File: src/fqc_pkg.sv
// ----------------------------------------------------------------------------
// FIFO queue package
// Operation codes, status codes and the command that drives the cell row.
// ----------------------------------------------------------------------------
package fqc_pkg;

    localparam logic [2:0] FUNC_PUSH   = 3'd0;
    localparam logic [2:0] FUNC_POP    = 3'd1;
    localparam logic [2:0] FUNC_REMOVE = 3'd2;
    localparam logic [2:0] FUNC_LOCATE = 3'd3;
    localparam logic [2:0] FUNC_CLEAR  = 3'd4;

    localparam logic [2:0] ST_OK       = 3'd0;
    localparam logic [2:0] ST_EMPTY    = 3'd1;
    localparam logic [2:0] ST_FULL     = 3'd2;
    localparam logic [2:0] ST_NOTFOUND = 3'd3;
    localparam logic [2:0] ST_REFUSED  = 3'd4;

    typedef struct packed {
        logic push;
        logic shift;
    } cell_cmd_t;

endpackage

File: src/fqc_cell.sv
// ----------------------------------------------------------------------------
// FIFO queue cell
// Holds one entry, takes a pushed item or its neighbor's entry, and compares
// its id against the search key.
// ----------------------------------------------------------------------------
module fqc_cell #(
    parameter int ID_BITS = 16,
    parameter int DEPTH   = 64,
    parameter int INDEX   = 0
) (
    input  logic                         clk,
    input  fqc_pkg::cell_cmd_t           cmd,
    input  logic [$clog2(DEPTH+1)-1:0]   count,
    input  logic [$clog2(DEPTH)-1:0]     drop_idx,
    input  logic [ID_BITS-1:0]           key,
    input  logic [ID_BITS-1:0]           push_id,
    input  logic [31:0]                  push_ref,
    input  logic [ID_BITS-1:0]           next_id,
    input  logic [31:0]                  next_ref,
    output logic [ID_BITS-1:0]           hold_id,
    output logic [31:0]                  hold_ref,
    output logic                         match
);

    localparam int CW = $clog2(DEPTH + 1);
    localparam int AW = $clog2(DEPTH);

    logic [ID_BITS-1:0] id_reg;
    logic [31:0]        ref_reg;
    logic               match_reg;

    always_ff @(posedge clk)
    begin
        if (cmd.push && count == CW'(INDEX))
        begin
            id_reg  <= push_id;
            ref_reg <= push_ref;
        end
        else if (cmd.shift && AW'(INDEX) >= drop_idx)
        begin
            id_reg  <= next_id;
            ref_reg <= next_ref;
        end
        match_reg <= (id_reg == key) && (CW'(INDEX) < count);
    end

    assign hold_id  = id_reg;
    assign hold_ref = ref_reg;
    assign match    = match_reg;

endmodule

File: src/fqc_find.sv
// ----------------------------------------------------------------------------
// FIFO queue first-match finder
// Registered binary tree that reports the lowest cell index whose match flag
// is set, one tree level per cycle.
// ----------------------------------------------------------------------------
module fqc_find #(
    parameter int DEPTH = 64
) (
    input  logic                       clk,
    input  logic [DEPTH-1:0]           match,
    output logic                       found,
    output logic [$clog2(DEPTH)-1:0]   index
);

    localparam int LV = $clog2(DEPTH);
    localparam int NP = 1 << LV;
    localparam int AW = LV;

    logic          node_f [1:2*NP-1];
    logic [AW-1:0] node_i [1:2*NP-1];
    logic          int_f_reg [1:NP-1];
    logic [AW-1:0] int_i_reg [1:NP-1];

    for (genvar n = 1; n < NP; n++)
    begin : g_node
        assign node_f[n] = int_f_reg[n];
        assign node_i[n] = int_i_reg[n];

        always_ff @(posedge clk)
        begin
            int_f_reg[n] <= node_f[2*n] | node_f[2*n+1];
            int_i_reg[n] <= node_f[2*n] ? node_i[2*n] : node_i[2*n+1];
        end
    end

    for (genvar l = 0; l < NP; l++)
    begin : g_leaf
        if (l < DEPTH)
        begin : g_used
            assign node_f[NP+l] = match[l];
        end
        else
        begin : g_pad
            assign node_f[NP+l] = 1'b0;
        end
        assign node_i[NP+l] = AW'(l);
    end

    assign found = int_f_reg[1];
    assign index = int_i_reg[1];

endmodule

File: src/fifo_queue_with_cancel_and_position.sv
// Ordered queue of up to QUEUE_DEPTH entries, each an id and a 32-bit record
// handle, held in a row of cells with the head in the first cell. Push, pop
// and clear go from the idle state straight to the execute state. Remove and
// locate first pass a compare state, in which every cell compares its id,
// and a wait state, in which a registered tree finds the first matching
// cell one level per cycle. The result is held in an output register, so a
// new item can be accepted while a result waits; the next item executes once
// the waiting result has been taken.
// ----------------------------------------------------------------------------
// FIFO queue with cancel and position
// Cell-based FIFO with push, pop, clear, remove by id and position lookup.
// ----------------------------------------------------------------------------
module fifo_queue_with_cancel_and_position #(
    parameter int QUEUE_DEPTH = 64,
    parameter int ID_BITS     = 16
) (
    input  logic        clk,
    input  logic        rst_n,
    input  logic        in_valid,
    output logic        in_stall,
    input  logic [2:0]  func,
    input  logic [15:0] entry_id,
    input  logic [31:0] entry_ref,
    output logic        out_valid,
    input  logic        out_stall,
    output logic [2:0]  status,
    output logic [15:0] popped_id,
    output logic [31:0] popped_ref,
    output logic [5:0]  position,
    output logic [6:0]  occupancy
);

    localparam int CW = $clog2(QUEUE_DEPTH + 1);
    localparam int AW = $clog2(QUEUE_DEPTH);
    localparam int LV = $clog2(QUEUE_DEPTH);
    localparam int WW = $clog2(LV + 1);

    localparam logic [1:0] S_IDLE = 2'd0;
    localparam logic [1:0] S_CMP  = 2'd1;
    localparam logic [1:0] S_WAIT = 2'd2;
    localparam logic [1:0] S_EXEC = 2'd3;

    logic [1:0]         state_reg, state_next;
    logic [WW-1:0]      wait_reg, wait_next;
    logic [2:0]         func_reg;
    logic [ID_BITS-1:0] key_reg;
    logic [31:0]        ref_reg;
    logic [CW-1:0]      count_reg, count_next;
    logic               out_valid_reg;
    logic [2:0]         status_reg, status_next;
    logic [15:0]        pid_reg;
    logic [31:0]        pref_reg, pref_next;
    logic [5:0]         pos_reg;
    logic [6:0]         occ_reg;

    logic [31:0]        id_wide, pid_wide, pos_wide, occ_wide;
    logic [AW-1:0]      drop_idx, pos_idx;
    logic               in_acc, exec_go, search;
    fqc_pkg::cell_cmd_t cmd;

    logic [ID_BITS-1:0] cell_id  [QUEUE_DEPTH];
    logic [31:0]        cell_ref [QUEUE_DEPTH];
    logic [QUEUE_DEPTH-1:0] cell_match;
    logic               hit;
    logic [AW-1:0]      hit_idx;

    for (genvar i = 0; i < QUEUE_DEPTH; i++)
    begin : g_cell
        logic [ID_BITS-1:0] nid;
        logic [31:0]        nref;
        if (i + 1 < QUEUE_DEPTH)
        begin : g_mid
            assign nid  = cell_id[i+1];
            assign nref = cell_ref[i+1];
        end
        else
        begin : g_last
            assign nid  = cell_id[i];
            assign nref = cell_ref[i];
        end

        fqc_cell #(
            .ID_BITS (ID_BITS),
            .DEPTH   (QUEUE_DEPTH),
            .INDEX   (i)
        ) u_cell (
            .clk      (clk),
            .cmd      (cmd),
            .count    (count_reg),
            .drop_idx (drop_idx),
            .key      (key_reg),
            .push_id  (key_reg),
            .push_ref (ref_reg),
            .next_id  (nid),
            .next_ref (nref),
            .hold_id  (cell_id[i]),
            .hold_ref (cell_ref[i]),
            .match    (cell_match[i])
        );
    end

    fqc_find #(
        .DEPTH (QUEUE_DEPTH)
    ) u_find (
        .clk   (clk),
        .match (cell_match),
        .found (hit),
        .index (hit_idx)
    );

    assign in_stall = (state_reg != S_IDLE);
    assign in_acc   = in_valid && !in_stall;
    assign exec_go  = (state_reg == S_EXEC) && !(out_valid_reg && out_stall);
    assign search   = func inside {fqc_pkg::FUNC_REMOVE, fqc_pkg::FUNC_LOCATE};
    assign id_wide  = {16'd0, entry_id};

    always_comb
    begin
        state_next = state_reg;
        wait_next  = wait_reg;
        case (state_reg)
            S_IDLE:
            begin
                if (in_acc)
                begin
                    state_next = search ? S_CMP : S_EXEC;
                end
            end
            S_CMP:
            begin
                state_next = S_WAIT;
                wait_next  = WW'(LV);
            end
            S_WAIT:
            begin
                wait_next = wait_reg - 1'b1;
                if (wait_reg == WW'(1))
                begin
                    state_next = S_EXEC;
                end
            end
            S_EXEC:
            begin
                if (exec_go)
                begin
                    state_next = S_IDLE;
                end
            end
            default:
            begin
                state_next = S_IDLE;
            end
        endcase
    end

    always_comb
    begin
        cmd         = '0;
        drop_idx    = '0;
        pos_idx     = '0;
        count_next  = count_reg;
        status_next = fqc_pkg::ST_OK;
        pid_wide    = '0;
        pref_next   = '0;
        case (func_reg)
            fqc_pkg::FUNC_PUSH:
            begin
                if (count_reg == CW'(QUEUE_DEPTH))
                begin
                    status_next = fqc_pkg::ST_FULL;
                end
                else
                begin
                    cmd.push   = exec_go;
                    count_next = count_reg + 1'b1;
                end
            end
            fqc_pkg::FUNC_POP:
            begin
                if (count_reg == '0)
                begin
                    status_next = fqc_pkg::ST_EMPTY;
                end
                else
                begin
                    cmd.shift  = exec_go;
                    pid_wide   = 32'(cell_id[0]);
                    pref_next  = cell_ref[0];
                    count_next = count_reg - 1'b1;
                end
            end
            fqc_pkg::FUNC_REMOVE:
            begin
                drop_idx = hit_idx;
                if (!hit)
                begin
                    status_next = fqc_pkg::ST_NOTFOUND;
                end
                else if (hit_idx == '0)
                begin
                    status_next = fqc_pkg::ST_REFUSED;
                end
                else
                begin
                    cmd.shift  = exec_go;
                    count_next = count_reg - 1'b1;
                end
            end
            fqc_pkg::FUNC_LOCATE:
            begin
                if (!hit)
                begin
                    status_next = fqc_pkg::ST_NOTFOUND;
                end
                else
                begin
                    pos_idx = hit_idx;
                end
            end
            fqc_pkg::FUNC_CLEAR:
            begin
                count_next = '0;
            end
            default:
            begin
                count_next = count_reg;
            end
        endcase
        pos_wide = 32'(pos_idx);
        occ_wide = 32'(count_next);
    end

    always_ff @(posedge clk or negedge rst_n)
    begin
        if (!rst_n)
        begin
            state_reg     <= S_IDLE;
            wait_reg      <= '0;
            count_reg     <= '0;
            out_valid_reg <= 1'b0;
        end
        else
        begin
            state_reg <= state_next;
            wait_reg  <= wait_next;
            if (exec_go)
            begin
                count_reg     <= count_next;
                out_valid_reg <= 1'b1;
            end
            else if (!out_stall)
            begin
                out_valid_reg <= 1'b0;
            end
        end
    end

    always_ff @(posedge clk)
    begin
        if (in_acc)
        begin
            func_reg <= func;
            key_reg  <= id_wide[ID_BITS-1:0];
            ref_reg  <= entry_ref;
        end
        if (exec_go)
        begin
            status_reg <= status_next;
            pid_reg    <= pid_wide[15:0];
            pref_reg   <= pref_next;
            pos_reg    <= pos_wide[5:0];
            occ_reg    <= occ_wide[6:0];
        end
    end

    assign out_valid  = out_valid_reg;
    assign status     = status_reg;
    assign popped_id  = pid_reg;
    assign popped_ref = pref_reg;
    assign position   = pos_reg;
    assign occupancy  = occ_reg;

    logic [31:0] cnt_wide;
    assign cnt_wide = 32'(count_reg);

    a_count_bound: assert property (@(posedge clk) disable iff (!rst_n)
        count_reg <= CW'(QUEUE_DEPTH))
        else $error("Entry count exceeds the queue depth.");

    a_cmd_excl: assert property (@(posedge clk) disable iff (!rst_n)
        !(cmd.push && cmd.shift))
        else $error("Push and shift issued to the cells together.");

    a_result_from_exec: assert property (@(posedge clk) disable iff (!rst_n)
        $rose(out_valid_reg) |-> $past(state_reg == S_EXEC))
        else $error("Result raised outside the execute state.");

    a_occ_matches: assert property (@(posedge clk) disable iff (!rst_n)
        out_valid_reg |-> (occ_reg == cnt_wide[6:0]))
        else $error("Reported occupancy differs from the entry count.");

endmodule
File: config.mk
export PLATFORM = sky130hd
export DESIGN_NAME = fifo_queue_with_cancel_and_position
export DESIGN_NICKNAME = d
export VERILOG_FILES = /design/src/fqc_pkg.sv /design/src/fqc_cell.sv /design/src/fqc_find.sv /design/src/fifo_queue_with_cancel_and_position.sv
export SDC_FILE = /design/constraint.sdc
export NUM_CORES = 2
export LEC_CHECK = 0
export BUFFER_PORTS_ARGS = -buffer_cell sky130_fd_sc_hd__buf_2
export CAP_MARGIN = 25
export CORE_ASPECT_RATIO = 0.5
export CORE_MARGIN = 1
export CORE_UTILIZATION = 25
export CTS_CLUSTER_DIAMETER = 40
export DETAILED_ROUTE_END_ITERATION = 8
export PLACE_DENSITY = 0.38
export SYNTH_ARGS = -nofsm -noshare
export SYNTH_HDL_FRONTEND = slang
export SYNTH_SLANG_ARGS = --single-unit
File: constraint.sdc
create_clock -name clk -period 15.1 [get_ports clk]
set_input_delay 2.265 -clock clk [delete_from_list [all_inputs] [get_ports clk]]
set_output_delay 2.265 -clock clk [all_outputs]
set_load 0.03 [all_outputs]
# [Word level (Yosys, flattened, before mapping)]
# Memories as Yosys holds them, arrays and structs flattened.
# Index checks and enable logic that the tools add are counted.
[op_classes] n_reduce_logical=269 n_lt_le_gt_ge=127 n_mux=341 n_eq_ne=142 n_addsub=3 n_bitwise=64
[ops] cell="32-bit 2-to-1 mux" n=126
[ops] cell="16-bit 2-to-1 mux" n=126
[ops] cell="16-bit == test" n=64
[ops] cell="7-bit by 6-bit == test with 1-bit output (second input constant)" n=32
[ops] cell="6-bit by 7-bit less-than comparator with 1-bit output (first input constant)" n=32
[ops] cell="1-bit logical AND" n=194
[ops] cell="6-bit 2-to-1 mux" n=32
[ops] cell="6-bit greater-or-equal comparator (first input constant)" n=31
[ops] cell="2-bit nonzero test" n=66
[ops] cell="7-bit by 5-bit == test with 1-bit output (second input constant)" n=16
[ops] cell="5-bit by 7-bit less-than comparator with 1-bit output (first input constant)" n=16
[ops] cell="5-bit by 6-bit greater-or-equal comparator with 1-bit output (first input constant)" n=16
[ops] cell="1-bit bitwise OR" n=63
[ops] cell="7-bit by 4-bit == test with 1-bit output (second input constant)" n=8
[ops] cell="4-bit by 7-bit less-than comparator with 1-bit output (first input constant)" n=8
[ops] cell="4-bit by 6-bit greater-or-equal comparator with 1-bit output (first input constant)" n=8
[ops] cell="1-bit 2-to-1 mux" n=40
[ops] cell="7-bit by 3-bit == test with 1-bit output (second input constant)" n=4
[ops] cell="3-bit by 7-bit less-than comparator with 1-bit output (first input constant)" n=4
[ops] cell="7-bit 2-to-1 mux" n=4
[ops] cell="7-bit case mux with 4 select lines" n=1
[ops] cell="3-bit by 6-bit greater-or-equal comparator with 1-bit output (first input constant)" n=4
[ops] cell="7-bit by 2-bit == test with 1-bit output (second input constant)" n=2
[ops] cell="1-bit by 7-bit less-than comparator with 1-bit output (first input constant)" n=2
[ops] cell="other kinds (30)" n=47
[word_totals] output_inout_bits=66 reg_bits=3264 wordCells=1152 in_bits=55 ram_bits=441 mem_count=2
[memory_table] name="u_find.int_i_reg" depth=63 word_bits=6 rd=63 rd_ports_with_merged_regs=0 wr=63 line_no="fqc_find.sv:22" text="logic [AW-1:0] int_i_reg [1:NP-1];"
[memory_table] name="u_find.int_f_reg" depth=63 word_bits=1 rd=63 rd_ports_with_merged_regs=0 wr=63 line_no="fqc_find.sv:21" text="logic int_f_reg [1:NP-1];"

# [Depth between registers and ports, before layout]
[logic_depth] ltp_word=9 depth_mapped=13 mapped_depth_nobuf=7

# [Worst setup path before layout]
# No wires, ideal clock.
[synth_timing] kind="input to register" startpoint="in out_stall" endpoint="reg g_cell[20].u_cell.id_reg[0], enable pin" path_stages=5 arrival_ns=8.702 slack_ns=5.778 setup_time_ns=0.620 t_required_ns=14.480 path_buffers=2 cell_sequence="a21bo_2 -> clkbuf_1 -> a21o_1 -> clkbuf_1 -> o311ai_0"
[synth_between] elab_chain_cells=8 elab_cells_between_ends=12 classes_between="mux (6); reduce/logical (6)"
[synth_lines] element="start: declaration" line_no="fifo_queue_with_cancel_and_position.sv:25" text="input logic out_stall,"
[synth_lines] element="1-bit logical AND *" line_no="fifo_queue_with_cancel_and_position.sv:113" text="assign exec_go = (state_reg == S_EXEC) && !(out_valid_reg && out_stall);"
[synth_lines] element="1-bit zero test *" line_no="fifo_queue_with_cancel_and_position.sv:113"
[synth_lines] element="1-bit logical AND *" line_no="fifo_queue_with_cancel_and_position.sv:113"
[synth_lines] element="1-bit 2-to-1 mux" line_no="fifo_queue_with_cancel_and_position.sv:199" text="else if (hit_idx == '0)"
[synth_lines] element="1-bit 2-to-1 mux" line_no="fifo_queue_with_cancel_and_position.sv:195" text="if (!hit)"
[synth_lines] element="1-bit case mux with 2 select lines" line_no="fifo_queue_with_cancel_and_position.sv:165" text="case (func_reg)"
[synth_lines] element="1-bit logical AND" line_no="fqc_cell.sv:39" text="else if (cmd.shift && AW'(INDEX) >= drop_idx)"
[synth_lines] element="2-bit nonzero test (no source line) *"
[synth_lines] element="end signal: assignment" line_no="fqc_cell.sv:36" text="id_reg <= push_id;"
[synth_lines] element="end signal: assignment" line_no="fqc_cell.sv:41" text="id_reg <= next_id;"
[synth_lines] element="end: declaration" line_no="fqc_cell.sv:28" text="logic [ID_BITS-1:0] id_reg;"
# Every way passes the cells marked *; elsewhere a longest branch is shown, timed or not.
# A chain may end at the register's enable or synchronous reset.

# [Worst setup path in the final report]
[layout_timing] startpoint="in out_stall" endpoint="reg g_cell[36].u_cell.id_reg[11], enable pin"
[layout_between] elab_chain_cells=8 elab_cells_between_ends=12 classes_between="mux (6); reduce/logical (6)"
[layout_lines] element="1-bit logical AND *" line_no="fifo_queue_with_cancel_and_position.sv:113"
[layout_lines] element="1-bit zero test *" line_no="fifo_queue_with_cancel_and_position.sv:113"
[layout_lines] element="1-bit logical AND *" line_no="fifo_queue_with_cancel_and_position.sv:113"
[layout_lines] element="via exec_go" line_no="fifo_queue_with_cancel_and_position.sv:58" text="logic in_acc, exec_go, search;"
[layout_lines] element="1-bit 2-to-1 mux" line_no="fifo_queue_with_cancel_and_position.sv:199"
[layout_lines] element="1-bit 2-to-1 mux" line_no="fifo_queue_with_cancel_and_position.sv:195"
[layout_lines] element="1-bit case mux with 2 select lines" line_no="fifo_queue_with_cancel_and_position.sv:165"
[layout_lines] element="1-bit logical AND" line_no="fqc_cell.sv:39"
[layout_lines] element="2-bit nonzero test (no source line) *"
[layout_lines] element="end signal: assignment" line_no="fqc_cell.sv:36"
[layout_lines] element="end signal: assignment" line_no="fqc_cell.sv:41"
[layout_lines] element="end: declaration" line_no="fqc_cell.sv:28"
# The timed path passes the listed nets; every way through them passes the cells marked *.

==> reports/metrics.yaml <==
crit_path_start_kind: "primary input"
mostFrequentLayoutCell: "sky130_fd_sc_hd__edfxtp_1"
finalHoldViolCount: 0
cp_cell_sequence: "buf_2 -> a21bo_2 -> inv_4 -> nand2_1 -> nor2_2 -> nand2_4 -> o311ai_2 -> buf_4"
grt_antenna_before_repair: 56
synthArstFlopShare: 0.003771
hold_slack_ns: 0.3638
number_of_buffers_created_by_cts: 467
end_kind: "flop"
synth_enable_flop_cells: 3187
floorplan.die.height_um: 557.7
post_cts_resized: 0
gp_congestion: 0.7997
timing.slew.headroom: 0.2052
synthFlopType: "sky130_fd_sc_hd__edfxtp_1"
synth_area_per_cell_um2: 16.41
max_cap_viol_count: 0
worst_skew_pair.late_latency_ns: 0.97
post_route_cells_drive_above_1_share: 0.4495
min_path_cells: 1
root_buffer_cell: "sky130_fd_sc_hd__clkbuf_16"
die_area_um2: 620900
type_of_the_tightest_min_delay_check: "flop to flop"
avgRoutedWirePerCell_um: 26.16
grt_max_degree: 79
globalRouteTotalUtil: 0.1485
synth_cell_type_count: 74
timing.final.max_slew_violations: 0
grt_first_pass_wirelength_mm: 669.3
clkSinkCount: 3447
critPathTopFamily: "simple AND/OR/NAND/NOR gates"
postSynthCellCount: 9409
worst-setup-path-type: "primary input to flop"
first_global_vias: 84286
layout_worst_path_cycle_share: 0.3816
synth_area_leader_cell: "sky130_fd_sc_hd__edfxtp_1"
detail-route-antenna-nets: 0
pleak_nw: 58.84
ys.warnings.count: 0
drt_pre_antenna_iters: 6
placement.setup.worst_slack_ns: 8.400
via_count: 79354
ir_worst_vdd_mv: 0.09372
synth-seq-area-share: 0.6540
worstMarginPinSlew_ns: 1.192
floorplan.initialDensity: 0.2517
clk_pin_slew_worst_paths_ns: 0.06
routed_wirelength_mm: 473.2
fin_tns_setup_ns: 0
final_critical_path_setup_slack_ns: 9.338
critical_path_peak_fanout: 49
synth.net_count: 9476
synthDominantCellAreaShare: 0.6199
global_route_overflow: 0
max_reg_flops: 2048
cts_tree: "built"
syn_area_um2: 154400
critical_path_depth: 8
post_cts.repair.setup_buffers: 0
core_region_area_um2: 613400
crit_path_top_delay_cell: "sky130_fd_sc_hd__nor2_2"
std_cell_rows: 203
fmax_ghz: 0.1736
clock_path_buffers: 4
setup_violations: 0
drc_errors: 0
crit_required_ns: 15.68
most-common-layout-cells: "sky130_fd_sc_hd__edfxtp_1 (3187), sky130_fd_sc_hd__mux2_2 (2973), sky130_fd_sc_hd__xor2_1 (576), sky130_fd_sc_hd__clkbuf_16 (475), sky130_fd_sc_hd__xnor2_1 (448)"
worst-r2r-cell-count: 10
die_outline_width_mm: 1.113
synth.top_cells.by_area: "sky130_fd_sc_hd__edfxtp_1 (62%), sky130_fd_sc_hd__mux2_2 (22%), sky130_fd_sc_hd__xor2_1 (3.3%)"
design.portCount: 121
ctsHtreeMaxLevel: 5
cts_hold_buffers: 0
buffer_ports.inserted: 120
min_period_ns: 5.762
syn2layout_area_growth_pct: 17.34
post_detail_place_hpwl_mm: 305.9
nNetsFinal: 9525
yosys_register_bits: 3447
timing.clock.skew_ns: 0.08152
final_util: 0.2953
max_stage_delay_ns: 0.91
initialDrtViolationCount: 6536
rsz0062_at_grt: "false"
power_density_nw_per_um2: 142.3
cp_data_arrival_time_ns: 6.34
critPathBufInv: 3
run_status: "completed"
via_per_inst: 4.388
-- layout make-up --
class	instances	area, um2
well taps	8200	10260
repair buffers	408	2953
flip-flops and latches	3447	101000
clock inverters	342	3936
fillers	60649	432200
clock buffers	536	12250
inverters	74	280.3
multi-input cells	5060	50460
diodes	18	45.04
-- final timing paths --
check                                             start                             to  slack (ns)
min in group asynchronous                         rst_n                    wait_reg[0]        1.25
max in group asynchronous                         rst_n                   count_reg[2]       13.46
worst min-delay path            g_cell[46].u_cell.match        u_find.int_i_reg[6][42]        0.36
worst min register to register  g_cell[46].u_cell.match        u_find.int_i_reg[6][42]        0.36
worst max-delay path                          out_stall  g_cell[36].u_cell.hold_id[11]        9.34
worst max register to register             count_reg[0]   g_cell[42].u_cell.hold_id[4]       10.13
-- where the power goes --
part | switching [W] | internal (W) | total (W)
Combinational | 0.00214 | 0.000761 | 0.00290
Clock | 0.00468 | 0.00690 | 0.0116
Sequential | 0.000292 | 0.0110 | 0.0113
-- logic make-up after synthesis --
logic type | after synthesis | synth area share
flops | 3447 | 0.6540
mux | 3083 | 0.2264
xor+xnor | 1024 | 0.05809
buf+inv | 902 | 0.02470
simple gates | 746 | 0.02777
compound gates | 195 | 0.008056
fa+ha+maj | 12 | 0.0009725
-- per-stage QoR --
step | total power (W) | instances | area (um2)
3_5_place_dp | 0.01449 | 17184 | 164900
2_1_floorplan | 0.01296 | 9409 | 154400
4_1_cts | 0.02620 | 18062 | 181000
3_3_place_gp | 0.01450 | 17178 | 164800
6_report | 0.02578 | 18085 | 181200
5_1_grt | 0.02672 | 18068 | 181100
-- Yosys cell counts, types with 43 or more instances --
library cell	n
sky130_fd_sc_hd__a21oi_1	43
sky130_fd_sc_hd__and2_1	69
sky130_fd_sc_hd__buf_1	154
sky130_fd_sc_hd__buf_2	192
sky130_fd_sc_hd__clkbuf_1	450
sky130_fd_sc_hd__dfxtp_1	247
sky130_fd_sc_hd__edfxtp_1	3187
sky130_fd_sc_hd__inv_1	73
sky130_fd_sc_hd__mux2_1	45
sky130_fd_sc_hd__mux2_2	2973
sky130_fd_sc_hd__mux2_4	63
sky130_fd_sc_hd__nand2_1	85
sky130_fd_sc_hd__nand3_1	54
sky130_fd_sc_hd__nand4_1	123
sky130_fd_sc_hd__nor2_1	72
sky130_fd_sc_hd__nor4_1	173
sky130_fd_sc_hd__o21ai_0	72
sky130_fd_sc_hd__or2_2	66
sky130_fd_sc_hd__xnor2_1	448
sky130_fd_sc_hd__xor2_1	576
-- layer usage --
layer	wire, um	global-route usage	part of all wire	up-vias
met5	13	0	0.000027	-
li1	-	-	-	35845
met2	218700	0.2422	0.46	1602
met4	11320	0.03316	0.024	2
met1	222600	0.2087	0.47	41288
met3	20560	0.02176	0.043	617
-- worst register-to-register path, stage by stage (launching register included) --
cell	delay (ns)
sky130_fd_sc_hd__dfrtp_1	0.69
sky130_fd_sc_hd__inv_1	0.29
sky130_fd_sc_hd__ha_1	0.47
sky130_fd_sc_hd__buf_8	0.25
sky130_fd_sc_hd__nor2b_1	0.20
sky130_fd_sc_hd__a21bo_2	0.28
sky130_fd_sc_hd__a21oi_4	0.18
sky130_fd_sc_hd__buf_4	0.41
sky130_fd_sc_hd__nand2_1	0.57
sky130_fd_sc_hd__o211ai_1	0.52
sky130_fd_sc_hd__buf_4	0.58
Power figures use the tool's default switching activity.
